## src/hw/rtl/rbst_point.sv

```systemverilog
`default_nettype none
// ----------------------------------------------------------------------------
// rbst_point
// Point on the ray, s + d * t, product truncated to F fraction bits and the
// sum saturated. Partial products, sum, then shift and clamp: three stages.
// ----------------------------------------------------------------------------
module rbst_point #(
  parameter int W = 32,
  parameter int F = 16
) (
  input  wire logic                clk,
  input  wire logic                adv,
  input  wire logic signed [W-1:0] s,
  input  wire logic signed [W-1:0] d,
  input  wire logic [W-2:0]        t,
  output logic signed [W-1:0]      p
);

  localparam int HA = W / 2;
  localparam int HB = (W - 1) / 2;
  localparam int PW = 2 * W - 1;
  localparam int SW = PW - F;
  localparam logic [SW-1:0] PCAP = SW'(1) << W;
  localparam logic signed [W-1:0] SMAX = {1'b0, {(W-1){1'b1}}};
  localparam logic signed [W-1:0] SMIN = {1'b1, {(W-1){1'b0}}};

  logic [W-1:0]           a;
  logic [HA+HB-1:0]       pp00_r;
  logic [HA+W-1-HB-1:0]   pp01_r;
  logic [W-HA+HB-1:0]     pp10_r;
  logic [2*W-1-HA-HB-1:0] pp11_r;
  logic signed [W-1:0]    s1_r;
  logic                   neg1_r;

  logic [PW-1:0]          prod_r;
  logic signed [W-1:0]    s2_r;
  logic                   neg2_r;

  logic [SW-1:0]          psh;
  logic [W:0]             pmag;
  logic signed [W+1:0]    ps;
  logic signed [W+1:0]    sum;
  logic                   ovp;
  logic                   ovn;
  logic signed [W-1:0]    p_r;

  assign a = d[W-1] ? (~d + 1'b1) : d;

  assign psh  = prod_r[PW-1:F];
  assign pmag = (psh > PCAP) ? {1'b1, {W{1'b0}}} : psh[W:0];
  assign ps   = neg2_r ? -$signed({1'b0, pmag}) : $signed({1'b0, pmag});
  assign sum  = $signed({{2{s2_r[W-1]}}, s2_r}) + ps;
  assign ovp  = !sum[W+1] && (sum[W:W-1] != 2'b00);
  assign ovn  = sum[W+1] && (sum[W:W-1] != 2'b11);

  always_ff @(posedge clk) begin
    if (adv) begin
      pp00_r <= a[HA-1:0] * t[HB-1:0];
      pp01_r <= a[HA-1:0] * t[W-2:HB];
      pp10_r <= a[W-1:HA] * t[HB-1:0];
      pp11_r <= a[W-1:HA] * t[W-2:HB];
      s1_r   <= s;
      neg1_r <= d[W-1];

      prod_r <= PW'(pp00_r) + (PW'(pp01_r) << HB) + (PW'(pp10_r) << HA)
                + (PW'(pp11_r) << (HA + HB));
      s2_r   <= s1_r;
      neg2_r <= neg1_r;

      p_r <= ovp ? SMAX : (ovn ? SMIN : sum[W-1:0]);
    end
  end

  assign p = p_r;

endmodule
`default_nettype wire

```

## config.mk

```make
export PLATFORM = sky130hd
export DESIGN_NAME = rbst_point
export DESIGN_NICKNAME = d
export VERILOG_FILES = /design/src/hw/rtl/rbst_point.sv
export SDC_FILE = /design/constraint.sdc
export NUM_CORES = 2
export LEC_CHECK = 0
export BUFFER_PORTS_ARGS = -buffer_cell sky130_fd_sc_hd__buf_2
export CORE_UTILIZATION = 50
export CTS_BUF_LIST = sky130_fd_sc_hd__clkbuf_16
export DETAILED_ROUTE_END_ITERATION = 8
export HOLD_SLACK_MARGIN = 0.05
export PLACE_DENSITY = 0.67
export SETUP_SLACK_MARGIN = 0.4
export SYNTH_ARGS = -nofsm -noshare
export SYNTH_HDL_FRONTEND = slang
export SYNTH_SLANG_ARGS = --single-unit
```

## constraint.sdc

```tcl
create_clock -name clk -period 12.55 [get_ports clk]
set_input_delay 1.255 -clock clk [delete_from_list [all_inputs] [get_ports clk]]
set_output_delay 1.255 -clock clk [all_outputs]
set_load 0.02 [all_outputs]
```

==> flow_summary.json <==
{
  "status": "finished, final reports clean",
  "critPathMaxStageDelay_ps": 810,
  "io_pins": 129,
  "period_share_pct": 78.84,
  "timing.fmax_mhz": 101.1,
  "grt_pass1_vias": 34396,
  "crit_path_end_kind": "flop",
  "synth-edff-count": 256,
  "antenna_found_initial": 3,
  "critPathRequiredTime_ps": 12890,
  "hold_viol": 0,
  "vias": 32935,
  "final_critical_path_setup_slack_ps": 2656,
  "fin_tns_setup_ps": 0,
  "start_kind": "input pin",
  "crit_type": "in2reg",
  "synth_flop_cell": "edfxtp_1",
  "crit_fanout": 21,
  "grt_pass1_wl_mm": 184.0,
  "ant_nets": 0,
  "cts_inserted_buffers": 31,
  "final.fill_count": 8010,
  "timing.slew.headroom_pct": 27.32,
  "cp_slowest_cell": "nor4_2",
  "cts_buffer_depth": 3,
  "io_buffers": 128,
  "start_util_pct": 50.75,
  "crit_top_cell": "fa_1",
  "synthesis.area_sq_um": 45890,
  "die_x_microns": 305.0,
  "dp_hpwl_mm": 87.10,
  "clk_pin_slew_ps": 60,
  "overflow": 0,
  "core_region_area_sq_um": 90420,
  "cp_num_buf_inv": 6,
  "syn_to_final_growth_pct": 6.423,
  "arrival_ps": 10240,
  "syn_nets": 6134,
  "grt_use_total_pct": 24.98,
  "clock-sinks": 256,
  "cts_setup_buffers": 0,
  "row_count": 110,
  "postCtsHoldBufs": 0,
  "nets": 6134,
  "htree_levels": 1,
  "avgSynthCellArea_sq_um": 9.571,
  "vias_per_cell": 5.493,
  "ys_seq_area_share_pct": 16.75,
  "ys_seq_elements": 256,
  "clk_latency_ps": 610,
  "cts_tree": "done",
  "r2r_cells": 20,
  "finalWorstPathRequiredPeriod_ps": 9894,
  "wl_per_cell_microns": 18.90,
  "cts_resized": 0,
  "place_ws_ps": 2012,
  "die_area_sq_um": 93000,
  "min-delay-start": "s1_r[26]$_DFFE_PP_",
  "final_layout_size_suffix_gt1_share_pct": 6.145,
  "synth.distinct_cells": 82,
  "finClkSkew_ps": 19.25,
  "drtIter0Drc": 2101,
  "drt_wl_total_mm": 113.4,
  "drc_errors": 0,
  "max_cap_viol_count": 0,
  "async_flop_share_pct": 0,
  "reg2reg_from": "prod_r[18]$_DFFE_PP_",
  "hold_path_end": "s2_r[26]$_DFFE_PP_",
  "gp_congestion": 0.8794,
  "cts-root-buf": "clkbuf_16",
  "ys_warn_count": 0,
  "setup_viol": 0,
  "grt_max_degree": 110,
  "r2r_slack_ps": 5270,
  "die_h_microns": 305.0,
  "rsz0062_at_grt": "false",
  "netlist_instances": 4795,
  "first_pass_iters": 5,
  "hold_depth": 0,
  "tightest_slew_ps": 1089,
  "drv_slew": 0,
  "cp_top_family": "adder cells",
  "min_path_type": "reg2reg",
  "r2r_end": "p[21]$_SDFFCE_PP1P_"
}
logic make-up (layout without fill, tap and decap cells):
kind of cell,Yosys count,count (layout),share of synthesized area (%)
simple gates,1409,1409,15.38
xor+xnor,212,212,4.046
mux,2,2,0.04635
buf+inv,1132,1154,9.332
flops,256,256,16.75
other cells,0,3,0
fa+ha+maj,1242,1242,46.62
compound gates,542,542,7.827
how the worst max path moves through the flow:
stage                     cells after the start  from  slack, ps              endpoint
after detailed placement                     31  d[2]       2010  pp11_r[31]$_DFFE_PP_
after floorplan                              33  d[6]       3490  pp10_r[30]$_DFFE_PP_
after CTS                                    31  d[2]       2630  pp11_r[31]$_DFFE_PP_
after global routing                         31  d[2]       2100  pp11_r[31]$_DFFE_PP_
after global placement                       31  d[2]       2130  pp11_r[31]$_DFFE_PP_
final                                        31  d[2]       2660  pp11_r[31]$_DFFE_PP_
per-layer routing:
layer	global-route usage [%]	part of all wire, %	up-vias
li1	-	-	14965
met1	33.78	42	16772
met2	42.16	48	1005
met3	3.199	6.4	189
met4	6.895	3.1	4
met5	0	0.024	-
placed cells by master, fill, tap and decap left out, types with 15 or more instances in the layout:
master	count
xor2_1	62
fa_1	780
clkbuf_16	31
and3_1	23
nand2_1	606
and2_1	489
o21a_1	33
nor2_1	106
ha_1	462
nand2b_1	21
buf_2	127
o21ai_0	99
nand3_1	30
a31oi_1	15
xnor2_2	25
a211oi_1	23
nor3_1	31
buf_4	53
edfxtp_1	256
a21oi_1	137
o21bai_1	23
xnor2_1	121
inv_1	919
a21o_1	106
cell usage after synthesis (3+ instances only):
cell,instances,share of area (%)
and2_1,489,6.7
o21bai_1,23,0.38
o31ai_1,14,0.23
nor2_1,106,0.87
o31a_1,5,0.095
a2111oi_0,5,0.095
and2_4,9,0.17
o41ai_1,8,0.15
xor2_1,66,1.3
nand4_1,8,0.11
or2_2,11,0.15
nand3_1,30,0.33
fa_1,780,34
buf_1,3,0.025
o311ai_0,3,0.057
a21o_1,106,1.7
o211ai_1,14,0.23
nor2b_1,14,0.19
nand2_1,606,5.0
a31oi_1,15,0.20
nand2b_1,21,0.29
and4_1,9,0.17
a41o_1,5,0.11
xnor2_1,146,2.8
a31o_2,6,0.11
o21ai_0,99,1.1
or4_1,9,0.15
clkbuf_1,198,1.6
nor3_1,31,0.34
a211oi_1,23,0.38
inv_1,917,7.5
ha_1,462,13
o21a_1,33,0.54
or3_1,14,0.19
edfxtp_1,256,17
buf_2,9,0.098
and3_1,23,0.31
a211o_1,6,0.11
a21boi_0,7,0.11
a21oi_1,137,1.5
nor4_1,14,0.19
final cells by class:
| cell class | instances | area (sq um) | share of cell area, % |
|---|---|---|---|
| Tap cell | 1176 | 1471 | 3.013 |
| Antenna cell | 3 | 7.507 | 0.01537 |
| Clock buffer | 31 | 775.7 | 1.588 |
| Multi-Input combinational cell | 3407 | 34150 | 69.93 |
| Clock inverter | 24 | 251.5 | 0.5149 |
| Timing Repair Buffer | 181 | 1049 | 2.147 |
| Inverter | 918 | 3446 | 7.055 |
| Sequential cell | 256 | 7687 | 15.74 |
stage by stage:
step	hold slack (ps)	utilization (%)	area [sq um]	std cells
5_1_grt	395.7	54.00	48830	5993
4_1_cts	402.5	54.00	48830	5993
3_5_place_dp	404.5	52.87	47810	5938
3_3_place_gp	400.0	52.87	47810	5938
2_1_floorplan	400.3	-	45890	4795
6_report	407.7	54.01	48840	5996
sequential cells by signal, indices dropped and copies added (netlist names):
| register | count |
|---|---|
| prod_r | 47 |
| p | 32 |
| pp01_r | 32 |
| pp11_r | 32 |
| s1_r | 32 |
| s2_r | 32 |
| pp10_r | 31 |
| pp00_r | 16 |
| neg1_r | 1 |
| neg2_r | 1 |
Power is left out: the tool's default activity adds up to more than one toggle a clock period on the data nets, which glitch-free logic cannot reach.
