**src/hw/rtl/rbst_pkg.sv**
```systemverilog
`default_nettype none
// ----------------------------------------------------------------------------
// rbst_pkg
// Face codes and the status group shared by the lanes and the merge stage.
// ----------------------------------------------------------------------------
package rbst_pkg;

  typedef logic [1:0] face_t;

  // axis is code / 2, normal is +1 for even codes and -1 for odd codes
  localparam face_t FACE_POS_X = 2'd0;
  localparam face_t FACE_NEG_X = 2'd1;
  localparam face_t FACE_POS_Y = 2'd2;
  localparam face_t FACE_NEG_Y = 2'd3;

  typedef struct packed {
    logic  par;   // direction treated as parallel to the slab
    logic  miss;  // parallel and start outside the slab
    face_t f_lo;  // face of the near slab plane
    face_t f_hi;  // face of the far slab plane
  } lane_stat_t;

endpackage
`default_nettype wire

```
**src/hw/rtl/rbst_merge.sv**
```systemverilog
`default_nettype none
// ----------------------------------------------------------------------------
// rbst_merge
// Narrows the interval from zero to the largest time with the x lane, then
// with the y lane, one register stage per axis.
// ----------------------------------------------------------------------------
module rbst_merge import rbst_pkg::*; #(
  parameter int W = 32
) (
  input  wire logic                clk,
  input  wire logic                adv,
  input  wire logic signed [W-1:0] tlo_x,
  input  wire logic signed [W-1:0] thi_x,
  input  wire lane_stat_t          st_x,
  input  wire logic signed [W-1:0] tlo_y,
  input  wire logic signed [W-1:0] thi_y,
  input  wire lane_stat_t          st_y,
  output logic signed [W-1:0]      te,
  output logic signed [W-1:0]      tx,
  output face_t                    fe,
  output face_t                    fx,
  output logic                     hit
);

  localparam logic signed [W-1:0] SMAX = {1'b0, {(W-1){1'b1}}};

  logic                upd_e1;
  logic                upd_x1;
  logic signed [W-1:0] te1;
  logic signed [W-1:0] tx1;

  logic signed [W-1:0] te1_r;
  logic signed [W-1:0] tx1_r;
  face_t               fe1_r;
  face_t               fx1_r;
  logic                hit1_r;
  logic signed [W-1:0] tlo_y_r;
  logic signed [W-1:0] thi_y_r;
  lane_stat_t          st_y_r;

  logic                upd_e2;
  logic                upd_x2;
  logic signed [W-1:0] te2;
  logic signed [W-1:0] tx2;

  logic signed [W-1:0] te_r;
  logic signed [W-1:0] tx_r;
  face_t               fe_r;
  face_t               fx_r;
  logic                hit_r;

  assign upd_e1 = !st_x.par && (tlo_x > $signed({W{1'b0}}));
  assign upd_x1 = !st_x.par && (thi_x < SMAX);
  assign te1    = upd_e1 ? tlo_x : '0;
  assign tx1    = upd_x1 ? thi_x : SMAX;

  assign upd_e2 = !st_y_r.par && (tlo_y_r > te1_r);
  assign upd_x2 = !st_y_r.par && (thi_y_r < tx1_r);
  assign te2    = upd_e2 ? tlo_y_r : te1_r;
  assign tx2    = upd_x2 ? thi_y_r : tx1_r;

  always_ff @(posedge clk) begin
    if (adv) begin
      te1_r   <= te1;
      tx1_r   <= tx1;
      fe1_r   <= upd_e1 ? st_x.f_lo : FACE_POS_X;
      fx1_r   <= upd_x1 ? st_x.f_hi : FACE_POS_X;
      hit1_r  <= st_x.par ? !st_x.miss : !(tx1 < te1);
      tlo_y_r <= tlo_y;
      thi_y_r <= thi_y;
      st_y_r  <= st_y;

      te_r  <= te2;
      tx_r  <= tx2;
      fe_r  <= upd_e2 ? st_y_r.f_lo : fe1_r;
      fx_r  <= upd_x2 ? st_y_r.f_hi : fx1_r;
      hit_r <= hit1_r && (st_y_r.par ? !st_y_r.miss : !(tx2 < te2));
    end
  end

  assign te  = te_r;
  assign tx  = tx_r;
  assign fe  = fe_r;
  assign fx  = fx_r;
  assign hit = hit_r;

endmodule
`default_nettype wire

```
**config.mk**
```make
export PLATFORM = sky130hd
export DESIGN_NAME = rbst_merge
export DESIGN_NICKNAME = d
export VERILOG_FILES = /design/src/hw/rtl/rbst_pkg.sv /design/src/hw/rtl/rbst_merge.sv
export SDC_FILE = /design/constraint.sdc
export NUM_CORES = 1
export LEC_CHECK = 0
export ABC_CLOCK_PERIOD_IN_PS = 4900
export BUFFER_PORTS_ARGS = -buffer_cell sky130_fd_sc_hd__buf_2
export CAP_MARGIN = 20
export CORE_MARGIN = 10
export CORE_UTILIZATION = 56
export DETAILED_ROUTE_END_ITERATION = 10
export PLACE_DENSITY = 0.9
export SYNTH_ARGS = -nofsm -noshare
export SYNTH_HDL_FRONTEND = slang
export SYNTH_SLANG_ARGS = --single-unit
```
**constraint.sdc**
```tcl
create_clock -name clk -period 4.9 [get_ports clk]
set_clock_uncertainty 0.15 [all_clocks]
set_input_delay 0.98 -clock clk [delete_from_list [all_inputs] [get_ports clk]]
set_output_delay 0.98 -clock clk [all_outputs]
set_load 0.05 [all_outputs]
```
==> run metrics, run 1 <==
outcome finished clean; worst reg2reg path startpoint thi_y_r[23]; Initial DRC Count 696; setup slack of the critical path after layout ~0.12 ns; Final Hold Slack about 0.39 ns; Highest Clock Rate 209 MHz; deepest level of the CTS H-tree 1; post-synthesis compound-gate area fraction 0.0702; initial cell density of the core 0.576; internal power 3690 uW; sum of negative setup slack 0 ns; flip-flop and latch count after synthesis approximately 210; most common cell after layout, fill and taps aside sky130_fd_sc_hd__buf_2; worst reg2reg setup slack 0.12 ns; summed area of non-filler cells in the final layout 0.0135 mm^2; pin count of the biggest net entering global routing 107; post-synthesis net count 1110; Worst Reg2Reg Path Length in Cells 19; Seq pwr share 0.428; Worst-Skew Late Latency 0.51 ns; combinational fraction of design power 0.232; average routed wire per standard cell roughly 21 um; cell area after synthesis 0.0109 mm^2; Clock Path Buffers 3; area post-placement 0.0125 mm^2; capturing element of the worst setup path hit; clock sink count 208; Critical R2R Capture hit; wire length reported by the detailed router 29900 um; I/O Pins ~210; max_cap viols 0; final critical delay including setup and external delays between 4 and 5 ns; EDFF count, synth 208; final count of hold timing violations 0; source of the critical timing path thi_y_r[23]; number of warnings reported in the yosys synthesis log 0; die area approximately 0.025 mm^2; P_sw 1530 uW; Root Buffer Master sky130_fd_sc_hd__clkbuf_16; global-route usage over all layers 0.223; overflow left after global routing 0; worst-path fanout max 12; detailed-routing iteration count for the pre-antenna-repair pass 5; count of final max-slew check failures 0; post-route ant nets 0; most frequent cells in the layout 209 x sky130_fd_sc_hd__buf_2, 208 x sky130_fd_sc_hd__edfxtp_1, 132 x sky130_fd_sc_hd__inv_1, 120 x sky130_fd_sc_hd__ha_1, 53 x sky130_fd_sc_hd__nand2_1; post-synthesis share of cell area spent on and, or, nand and nor gates 0.0919; largest family of logic cells by synthesized area adder cells; worst hold-check path type reg2reg; Worst Max-Slew Pin Slew ~0.9 ns; share of the cycle needed by the critical path after routing 0.975; Worst slew margin 0.413; area share of xor/xnor cells in the synthesized design 0.000805; top flip-flop cell by instance count after synthesis sky130_fd_sc_hd__edfxtp_1; FILL cells 1303; Cell Count, Final, Fillers Out roughly 1400; final setup fails 0; number of instances in the synthesized netlist 843; number of I/O port buffers between 200 and 250; clock group share of total power 0.340; die boundary height ~160 um; path type of the worst setup path reg2reg; via count of the first global-routing pass 8317; number of design rule violations left after detail routing 0; post-synth cell types 55; CTS Buf Count 24; cell count after placement 1334; share of async-settable or async-resettable flops after synthesis 0; via count 7849; worst endpoint data arrival time 4.89 ns; mean instance size in the synthesized netlist 12.9 um^2; cts-stage hold buffer count 0; antenna violations before repair 4; kind of start point of the critical path flip-flop; average via count per standard cell 5.64; Clock Pin Slew Worst Setup and Hold Paths 0.06 ns; CTS tree done; required time at the worst-slack endpoint 5.01 ns; final net count 1377; synthesis-to-finish area growth 23.8%; mux cell area share after synthesis 0.0669; Floorplan Core Area 0.0189 mm^2; x dimension of the die between 150 and 200 um; final RePlAce weighted congestion roughly 0.94; post-synthesis sequential area ratio 0.574; number of rows created at floorplan 50; PD cells 387 mW/mm^2; static leakage power 0.00621 uW; Post-Synth Adder-Cell Area 0.144; type of element capturing the critical path flip-flop; first-pass GRT wire length between 40000 and 50000 um; Worst Setup Slack post-DPL -0.0570 ns; ratio of cells with drive above 1 in the final layout 0.280; net switching share of the total power 0.293; half-perimeter wire length after placement 23000 um; Worst IR Drop VDD 331 uV
layer usage:
metal	part of all wire	vias up	wire length [um]	track usage
met1	0.39	3691	11500	0.267
met2	0.48	420	14300	0.375
met5	0	-	0	0
met3	0.098	84	2910	0.0648
met4	0.036	0	1090	0.0758
li1	-	3654	-	-
critical path, cell delays in order, from the launching register on:
cell and delay, ns:
sky130_fd_sc_hd__edfxtp_1 0.44, sky130_fd_sc_hd__ha_4 0.31, sky130_fd_sc_hd__nand4_1 0.18, sky130_fd_sc_hd__or4_4 0.62, sky130_fd_sc_hd__nor2_4 0.12, sky130_fd_sc_hd__o2bb2ai_2 0.12
sky130_fd_sc_hd__nor2_1 0.07, sky130_fd_sc_hd__xor2_1 0.18, sky130_fd_sc_hd__nor2_4 0.19, sky130_fd_sc_hd__buf_12 0.17, sky130_fd_sc_hd__mux2_2 0.38, sky130_fd_sc_hd__ha_1 0.32
sky130_fd_sc_hd__a21o_1 0.19, sky130_fd_sc_hd__a21o_1 0.17, sky130_fd_sc_hd__a21o_1 0.17, sky130_fd_sc_hd__a211oi_1 0.23, sky130_fd_sc_hd__or4_1 0.18, sky130_fd_sc_hd__o211ai_1 0.12
sky130_fd_sc_hd__o21ai_1 0.15, sky130_fd_sc_hd__nand3_1 0.07
cell families after synthesis:
logic type	count (synthesis)
DFF	208
and+or+nand+nor	179
buffers and inverters	145
adders and majority gates	125
AOI/OAI and AO/OA	115
muxes	68
other	2
xor gates and xnor gates	1
state kept, by name, indices dropped and copies added (netlist names):
register  flops
te1_r        32
te           32
thi_y_r      32
tlo_y_r      32
tx1_r        32
tx           32
st_y_r        6
fe1_r         2
fe            2
fx1_r         2
fx            2
hit           1
hit1_r        1
layout make-up:
| cell class | count | area [um^2] | share of cell area |
|---|---|---|---|
| sequential | 208 | 6250 | 0.464 |
| antenna | 4 | 10.0 | 0.000743 |
| inverter | 132 | 495 | 0.0368 |
| clock inverter | 14 | 139 | 0.0103 |
| tap | 260 | 325 | 0.0241 |
| clock buffer | 29 | 641 | 0.0475 |
| timing repair buffer | 254 | 1430 | 0.106 |
| multi-input combinational | 490 | 4190 | 0.311 |
through the flow:
stage,power [uW],utilization
after floorplan,2980,-
after CTS,5170,0.702
after global routing,5420,0.713
final,5220,0.713
after detailed placement,3390,0.661
after global placement,3330,0.661
power groups by stage:
stage / Clock, uW / Sequential, uW / Combinational [uW]
floorplan: 0 / 2480 / 509
global placement: 0 / 2260 / 1080
detailed placement: 0 / 2270 / 1120
CTS: 1790 / 2230 / 1140
global route: 1860 / 2250 / 1310
finish: 1770 / 2240 / 1210
worst min path at each step:
stage	startpoint	endpoint	cells past startpoint
2_1_floorplan	st_y_r[2]	fe[0]	1
3_3_place_gp	fx1_r[0]	fx[0]	1
3_5_place_dp	fe1_r[1]	fe[1]	1
4_1_cts	fe1_r[1]	fe[1]	1
5_1_grt	fe1_r[1]	fe[1]	1
6_report	fe1_r[0]	fe[0]	1
Yosys cell counts, types with 3 or more instances:
| cell type | number | area, um^2 |
|---|---|---|
| sky130_fd_sc_hd__edfxtp_1 | 208 | 6250 |
| sky130_fd_sc_hd__inv_1 | 132 | 495 |
| sky130_fd_sc_hd__ha_1 | 125 | 1560 |
| sky130_fd_sc_hd__nand2_1 | 53 | 199 |
| sky130_fd_sc_hd__a21oi_1 | 36 | 180 |
| sky130_fd_sc_hd__mux2_1 | 35 | 394 |
| sky130_fd_sc_hd__nand2b_1 | 32 | 200 |
| sky130_fd_sc_hd__nand4_1 | 31 | 194 |
| sky130_fd_sc_hd__mux2i_1 | 30 | 300 |
| sky130_fd_sc_hd__a21o_1 | 29 | 218 |
| sky130_fd_sc_hd__o21ai_0 | 19 | 95.1 |
| sky130_fd_sc_hd__nor4_1 | 13 | 81.3 |
| sky130_fd_sc_hd__nor2_1 | 10 | 37.5 |
| sky130_fd_sc_hd__nand3_1 | 9 | 45.0 |
| sky130_fd_sc_hd__and2_1 | 6 | 37.5 |
| sky130_fd_sc_hd__clkbuf_1 | 6 | 22.5 |
| sky130_fd_sc_hd__and4_1 | 4 | 35.0 |
| sky130_fd_sc_hd__nor3b_1 | 4 | 30.0 |
| sky130_fd_sc_hd__a2111oi_0 | 3 | 26.3 |
| sky130_fd_sc_hd__a211oi_1 | 3 | 22.5 |
| sky130_fd_sc_hd__a221oi_1 | 3 | 26.3 |
| sky130_fd_sc_hd__buf_2 | 3 | 15.0 |
| sky130_fd_sc_hd__buf_4 | 3 | 22.5 |
| sky130_fd_sc_hd__mux2_2 | 3 | 33.8 |
| sky130_fd_sc_hd__nor2b_1 | 3 | 18.8 |
| sky130_fd_sc_hd__o21a_1 | 3 | 22.5 |
repair_timing:
action	4_1_cts	5_1_grt
setup endpoints to repair	1	1
pin swaps	0	11
buffers inserted	0	10
resized for setup	1	19
(Power assumes the default switching activity.)
==> run 2: changes to the inputs <==
ABC_CLOCK_PERIOD_IN_PS = 4300   (was 4900)
CORE_UTILIZATION = 51   (was 56)
PLACE_DENSITY = 0.86   (was 0.9)
clock period = 4.3 ns   (was 4.9 ns; I/O delays follow)
==> run 2 against run 1 <==
The flow now finishes with violations (negative setup slack). Largest cell class unchanged. Highest routed layer unchanged. Non-clock buffer count rose by 73. Cell count is 6.1% higher. Count of clock-buffer cells in the layout is 3 lower. Routed wire length up 4.4%. Power increased by 21%.
==> run metrics, run 2 (synthesized netlist as in run 1, its figures left out) <==
outcome complete, but fails checks; violated checks negative setup slack; ratio of cells with drive above 1 in the final layout 0.366 (+0.0863); final critical delay including setup and external delays 4.58 ns (-0.195 ns); cts-stage hold buffer count 0 (unchanged); most frequent cells in the layout 209 x sky130_fd_sc_hd__buf_2, 208 x sky130_fd_sc_hd__edfxtp_1, 132 x sky130_fd_sc_hd__inv_1, 107 x sky130_fd_sc_hd__ha_1, 107 x sky130_fd_sc_hd__buf_4; CTS tree done; global-route usage over all layers 0.209 (-0.0134); post-route ant nets 0 (unchanged); detailed-routing iteration count for the pre-antenna-repair pass 8 (+3); kind of start point of the critical path flip-flop; clock sink count 208 (unchanged); worst endpoint data arrival time 4.68 ns (-0.21 ns); Root Buffer Master sky130_fd_sc_hd__clkbuf_16; PD cells 434 mW/mm^2 (+12%); FILL cells 1383 (+6.1%); final setup fails 1 (+1); required time at the worst-slack endpoint 4.40 ns (-0.61 ns); most common cell after layout, fill and taps aside sky130_fd_sc_hd__buf_2; cell count after placement 1417 (+6.2%); Worst slew margin 0.450 (+0.0368); initial cell density of the core 0.518 (-0.0583); die boundary height 166 um (+4.2%); via count of the first global-routing pass 8452 (+1.6%); Final Hold Slack 0.366 ns (-0.0258 ns); Worst Max-Slew Pin Slew 0.826 ns (-0.0551 ns); Clock Pin Slew Worst Setup and Hold Paths 0.06 ns (about the same); count of final max-slew check failures 0 (unchanged); Clock Path Buffers 3 (unchanged); max_cap viols 0 (unchanged); average via count per standard cell 5.49 (-2.7%); unrepaired setup endpoints after global routing true; via count 8100 (+3.2%); final count of hold timing violations 0 (unchanged); x dimension of the die 166 um (+4.2%); setup slack of the critical path after layout -0.281 ns (-0.405 ns); final net count 1450 (+5.3%); final RePlAce weighted congestion 0.988 (+4.9%); first-pass GRT wire length 46100 um (+2.8%); number of I/O port buffers 210 (unchanged); overflow left after global routing 0 (unchanged); deepest level of the CTS H-tree 1 (unchanged); synthesis-to-finish area growth 33.3%; worst reg2reg path startpoint te1_r[25]; Floorplan Core Area 0.0210 mm^2 (+11%); half-perimeter wire length after placement 23500 um (+2.6%); path type of the worst setup path reg2reg; average routed wire per standard cell 21.1 um (-1.6%); CTS Buf Count 24 (unchanged); Cell Count, Final, Fillers Out 1476 (+6.1%); type of element capturing the critical path flip-flop; static leakage power 0.00661 uW (+6.5%); Highest Clock Rate 218 MHz (+4.2%); number of design rule violations left after detail routing 0 (unchanged); worst hold-check path type in2reg; wire length reported by the detailed router 31200 um (+4.4%); die area 0.0276 mm^2 (+8.5%); Initial DRC Count 660 (-5.2%); worst-path fanout max 6 (-6); source of the critical timing path te1_r[25]; number of rows created at floorplan 53 (+6.0%); Min-Delay Startpoint thi_y[6]; I/O Pins 211 (unchanged); pin count of the biggest net entering global routing 105 (-1.9%); share of the cycle needed by the critical path after routing 1.07 (+0.0907); antenna violations before repair 1 (-3); Worst IR Drop VDD 359 uV (+8.7%); Worst-Skew Late Latency 0.52 ns (about the same)
## run 2: cell types whose count changed in the layout (fill, tap and decap cells not counted), sizes merged
cell and change:
clkinv -2, diode -3, bufinv +1, clkinvlp +3
clkbuf -3, buf +73, inv +1
## run 2: worst paths after layout
kind,end,slack (ns),cells past startpoint
worst max register to register,hit,-0.28,20
worst max-delay path,hit,-0.28,20
worst min-delay path,thi_y_r[6],0.37,1
worst min register to register,fx[0],0.38,1
## run 2: where the power goes
part	switching (uW)	total, uW	internal, uW
registers	97.9	2560	2460
logic	948	1630	685
clock network	808	2100	1300
## run 2: layout make-up
type / instances / area (um^2) / share of cell area
Sequential cell: 208 / 6250 / 0.430
Multi-Input combinational cell: 490 / 4550 / 0.314
Timing Repair Buffer: 327 / 2050 / 0.141
Clock buffer: 26 / 629 / 0.0434
Inverter: 132 / 495 / 0.0341
Tap cell: 275 / 344 / 0.0237
Clock inverter: 17 / 195 / 0.0134
Antenna cell: 1 / 2.50 / 0.000172
## run 2: timing repair
| action | 4_1_cts | 5_1_grt |
|---|---|---|
| resized for setup | 41 | 43 |
| cloned | 1 | 0 |
| pin swaps | 16 | 23 |
| endpoints found under the setup margin | 2 | 2 |
| buffers inserted | 6 | 8 |
## run 2: worst max-delay path, stage by stage (launching register included)
cell and delay, ns:
sky130_fd_sc_hd__edfxtp_1 0.41, sky130_fd_sc_hd__inv_1 0.07, sky130_fd_sc_hd__ha_1 0.38, sky130_fd_sc_hd__nand4_1 0.17, sky130_fd_sc_hd__nor4_1 0.30, sky130_fd_sc_hd__buf_4 0.18
sky130_fd_sc_hd__nand4_1 0.16, sky130_fd_sc_hd__a31oi_2 0.32, sky130_fd_sc_hd__o211ai_4 0.12, sky130_fd_sc_hd__buf_4 0.15, sky130_fd_sc_hd__buf_12 0.13, sky130_fd_sc_hd__mux2i_4 0.21
sky130_fd_sc_hd__ha_4 0.24, sky130_fd_sc_hd__a21o_1 0.18, sky130_fd_sc_hd__a21o_1 0.16, sky130_fd_sc_hd__a21o_1 0.17, sky130_fd_sc_hd__a21o_1 0.16, sky130_fd_sc_hd__a221oi_2 0.28
sky130_fd_sc_hd__o211ai_1 0.13, sky130_fd_sc_hd__o21ai_1 0.15, sky130_fd_sc_hd__nand3_1 0.08
## run 2: per-layer routing
layer | track usage | part of all wire
met1 | 0.257 | 0.40
met2 | 0.358 | 0.49
met3 | 0.0393 | 0.067
met4 | 0.0797 | 0.040
met5 | 0 | 0
## run 2: through the flow
step	worst slack, ns	cell area (um^2)	TNS (ns)	util	total power (uW)
after floorplan	0.0121	10900	0	-	3420
after global placement	-0.708	13100	-0.819	0.624	3940
after detailed placement	-0.642	13100	-0.965	0.624	4000
after CTS	-0.195	14200	-0.195	0.677	6190
after global routing	-0.476	14500	-0.476	0.690	6520
final	-0.281	14500	-0.281	0.690	6300
==> run 3: changes to the inputs <==
GPL_TIMING_DRIVEN = 0   (was not set)
==> run 3 against run 2 <==
The flow still finishes with violations (negative setup slack). Non-clock buffer count down 87. Cell area down 5.7%. Sequential power about the same. Power down 3.6%. Critical endpoint unchanged. Largest cell class unchanged. Largest power group unchanged. Highest routed layer unchanged.
==> run metrics, run 3 (synthesized netlist as in run 1, its figures left out) <==
outcome complete, but fails checks; violated checks negative setup slack; unrepaired setup endpoints after global routing true; final count of hold timing violations 0 (unchanged); worst hold-check path type in2reg; average routed wire per standard cell 21.4 um (+1.4%); Initial DRC Count 634 (-3.9%); synthesis-to-finish area growth 25.8%; Worst slew margin 0.563 (+0.114); worst endpoint data arrival time 4.70 ns (+0.02 ns); chain of cells forming the critical path ha_1 > nand4_1 > or4_4 > nor2_4 > o2bb2ai_4 > nor2_4 > xor2_2 > nor2_4 > buf_8 > mux2_4 > ha_4 > a21o_1 > a21o_1 > a21o_1 > a21o_1 > a221oi_2 > o211ai_1 > o21ai_1 > nand3_1; Seq pwr share 0.421 (+0.015); Root Buffer Master sky130_fd_sc_hd__clkbuf_16; Critical R2R Capture hit; clock group share of total power 0.341 (+0.007); number of rows created at floorplan 53 (unchanged); PD cells 444 mW/mm^2 (+2.2%); critical path's most frequent cell sky130_fd_sc_hd__a21o_1; CTS Buf Count 23 (-4.2%); deepest level of the CTS H-tree 1 (unchanged); most common cell after layout, fill and taps aside sky130_fd_sc_hd__buf_2; clock sink count 208 (unchanged); final critical delay including setup and external delays 4.60 ns (+0.0208 ns); setup slack of the critical path after layout -0.302 ns (-0.0208 ns); antenna violations before repair 0 (-1); max_cap viols 0 (unchanged); worst reg2reg setup slack -0.30 ns (-0.02 ns); diode insertion count for antenna repair 0 (-1); P_sw 1790 uW (-3.5%); kind of start point of the critical path flip-flop; Clock Pin Slew Worst Setup and Hold Paths 0.07 ns (about the same); path type of the worst setup path reg2reg; Final Hold Slack 0.379 ns (+0.0125 ns); worst-path fanout max 6 (unchanged); count of final max-slew check failures 0 (unchanged); via count 7737 (-4.5%); Highest Clock Rate 217 MHz (-0.45%); wire length reported by the detailed router 29600 um (-4.9%); required time at the worst-slack endpoint 4.40 ns (about the same); initial cell density of the core 0.518 (unchanged); worst reg2reg path startpoint thi_y_r[25]; sum of negative setup slack -0.302 ns (-0.0208 ns); Worst-Skew Late Latency 0.50 ns (-0.02 ns); Clock Path Buffers 3 (unchanged); global-route usage over all layers 0.203 (-0.00596); Worst Max-Slew Pin Slew 0.655 ns (-0.170 ns); Floorplan Core Area 0.0210 mm^2 (unchanged); CTS tree done; capturing element of the worst setup path hit; Worst IR Drop VDD 281 uV (-22%); final net count 1362 (-6.1%); Pwr Total 6070 uW (-3.6%); detailed-routing iteration count for the pre-antenna-repair pass 4 (-4); source of the critical timing path thi_y_r[25]; final setup fails 1 (unchanged); overflow left after global routing 0 (unchanged); pin count of the biggest net entering global routing 124 (+18%); slowest cell on the critical path sky130_fd_sc_hd__or4_4; half-perimeter wire length after placement 22500 um (-4.3%); number of I/O port buffers 210 (unchanged); Top delay family on crit path compound AO/OA/AOI/OAI gates; combinational fraction of design power 0.238 (-0.021); WP depth 19 (-5.0%); post-route ant nets 0 (unchanged); count of buffer and inverter cells on the critical path 1 (-3); Worst Reg2Reg Path Length in Cells 19 (-5.0%); type of element capturing the critical path flip-flop; critical path's largest stage delay 0.57 ns (+0.16 ns); final RePlAce weighted congestion 0.963 (-2.5%); static leakage power 0.00617 uW (-6.7%); ratio of cells with drive above 1 in the final layout 0.299 (-0.0667); most frequent cells in the layout 209 x sky130_fd_sc_hd__buf_2, 208 x sky130_fd_sc_hd__edfxtp_1, 132 x sky130_fd_sc_hd__inv_1, 112 x sky130_fd_sc_hd__ha_1, 52 x sky130_fd_sc_hd__nand2_1; net switching share of the total power 0.294 (about the same); x dimension of the die 166 um (unchanged); via count of the first global-routing pass 8202 (-3.0%); share of the cycle needed by the critical path after routing 1.07 (+0.00484); internal power 4280 uW (-3.6%); average via count per standard cell 5.59 (+1.8%); number of design rule violations left after detail routing 0 (unchanged); I/O Pins 211 (unchanged); die area 0.0276 mm^2 (unchanged); die boundary height 166 um (unchanged); first-pass GRT wire length 44700 um (-3.1%)
run 3: per-layer routing:
layer  routed length, um  part of all wire  up-vias  GRT usage
met2               14200              0.48      335      0.332
met1               12100              0.41     3711      0.257
li1                    -                 -     3618          -
met3                2200             0.074       73     0.0421
met4                1170             0.039        0     0.0878
met5                   0                 0        -          0
run 3: cell type report:
type | count | area [um^2]
Fill cell | 1503 | 7330
Timing Repair Buffer | 227 | 1210
Tap cell | 275 | 344
Clock buffer | 25 | 583
Inverter | 132 | 495
Multi-Input combinational cell | 490 | 4490
Buffer | 13 | 128
Clock inverter | 15 | 200
Sequential cell | 208 | 6250
run 3: stage by stage:
step	cell area (um^2)	util	std cells	setup slack [ns]
after floorplan	10900	-	843	0.0121
after global placement	12300	0.586	1328	-0.927
after detailed placement	12400	0.588	1329	-1.03
after CTS	13500	0.640	1381	-0.283
after global routing	13700	0.651	1385	-0.512
final	13700	0.651	1385	-0.302
run 3: how the worst min path moves through the flow:
stage / startpoint / cells past startpoint / end
after floorplan: st_y_r[2] / 1 / fe[0]
after global placement: fx1_r[1] / 1 / fx[1]
after detailed placement: fx1_r[0] / 1 / fx[0]
after CTS: thi_y[23] / 1 / thi_y_r[23]
after global routing: thi_y[28] / 1 / thi_y_r[28]
final: tlo_y[25] / 1 / tlo_y_r[25]
run 3: repair_timing:
item,4_1_cts,5_1_grt
setup buffers,12,4
pin swaps,22,21
gates resized for setup,51,32
hold buffers,0,0
endpoints found under the setup margin,2,2
run 3: power groups by stage:
stage               sequential [uW]  clock, uW  combinational, uW
global route                   2570       2190               1560
detailed placement             2590          0               1260
global placement               2590          0               1220
finish                         2560       2070               1440
floorplan                      2820          0                598
CTS                            2550       2090               1360
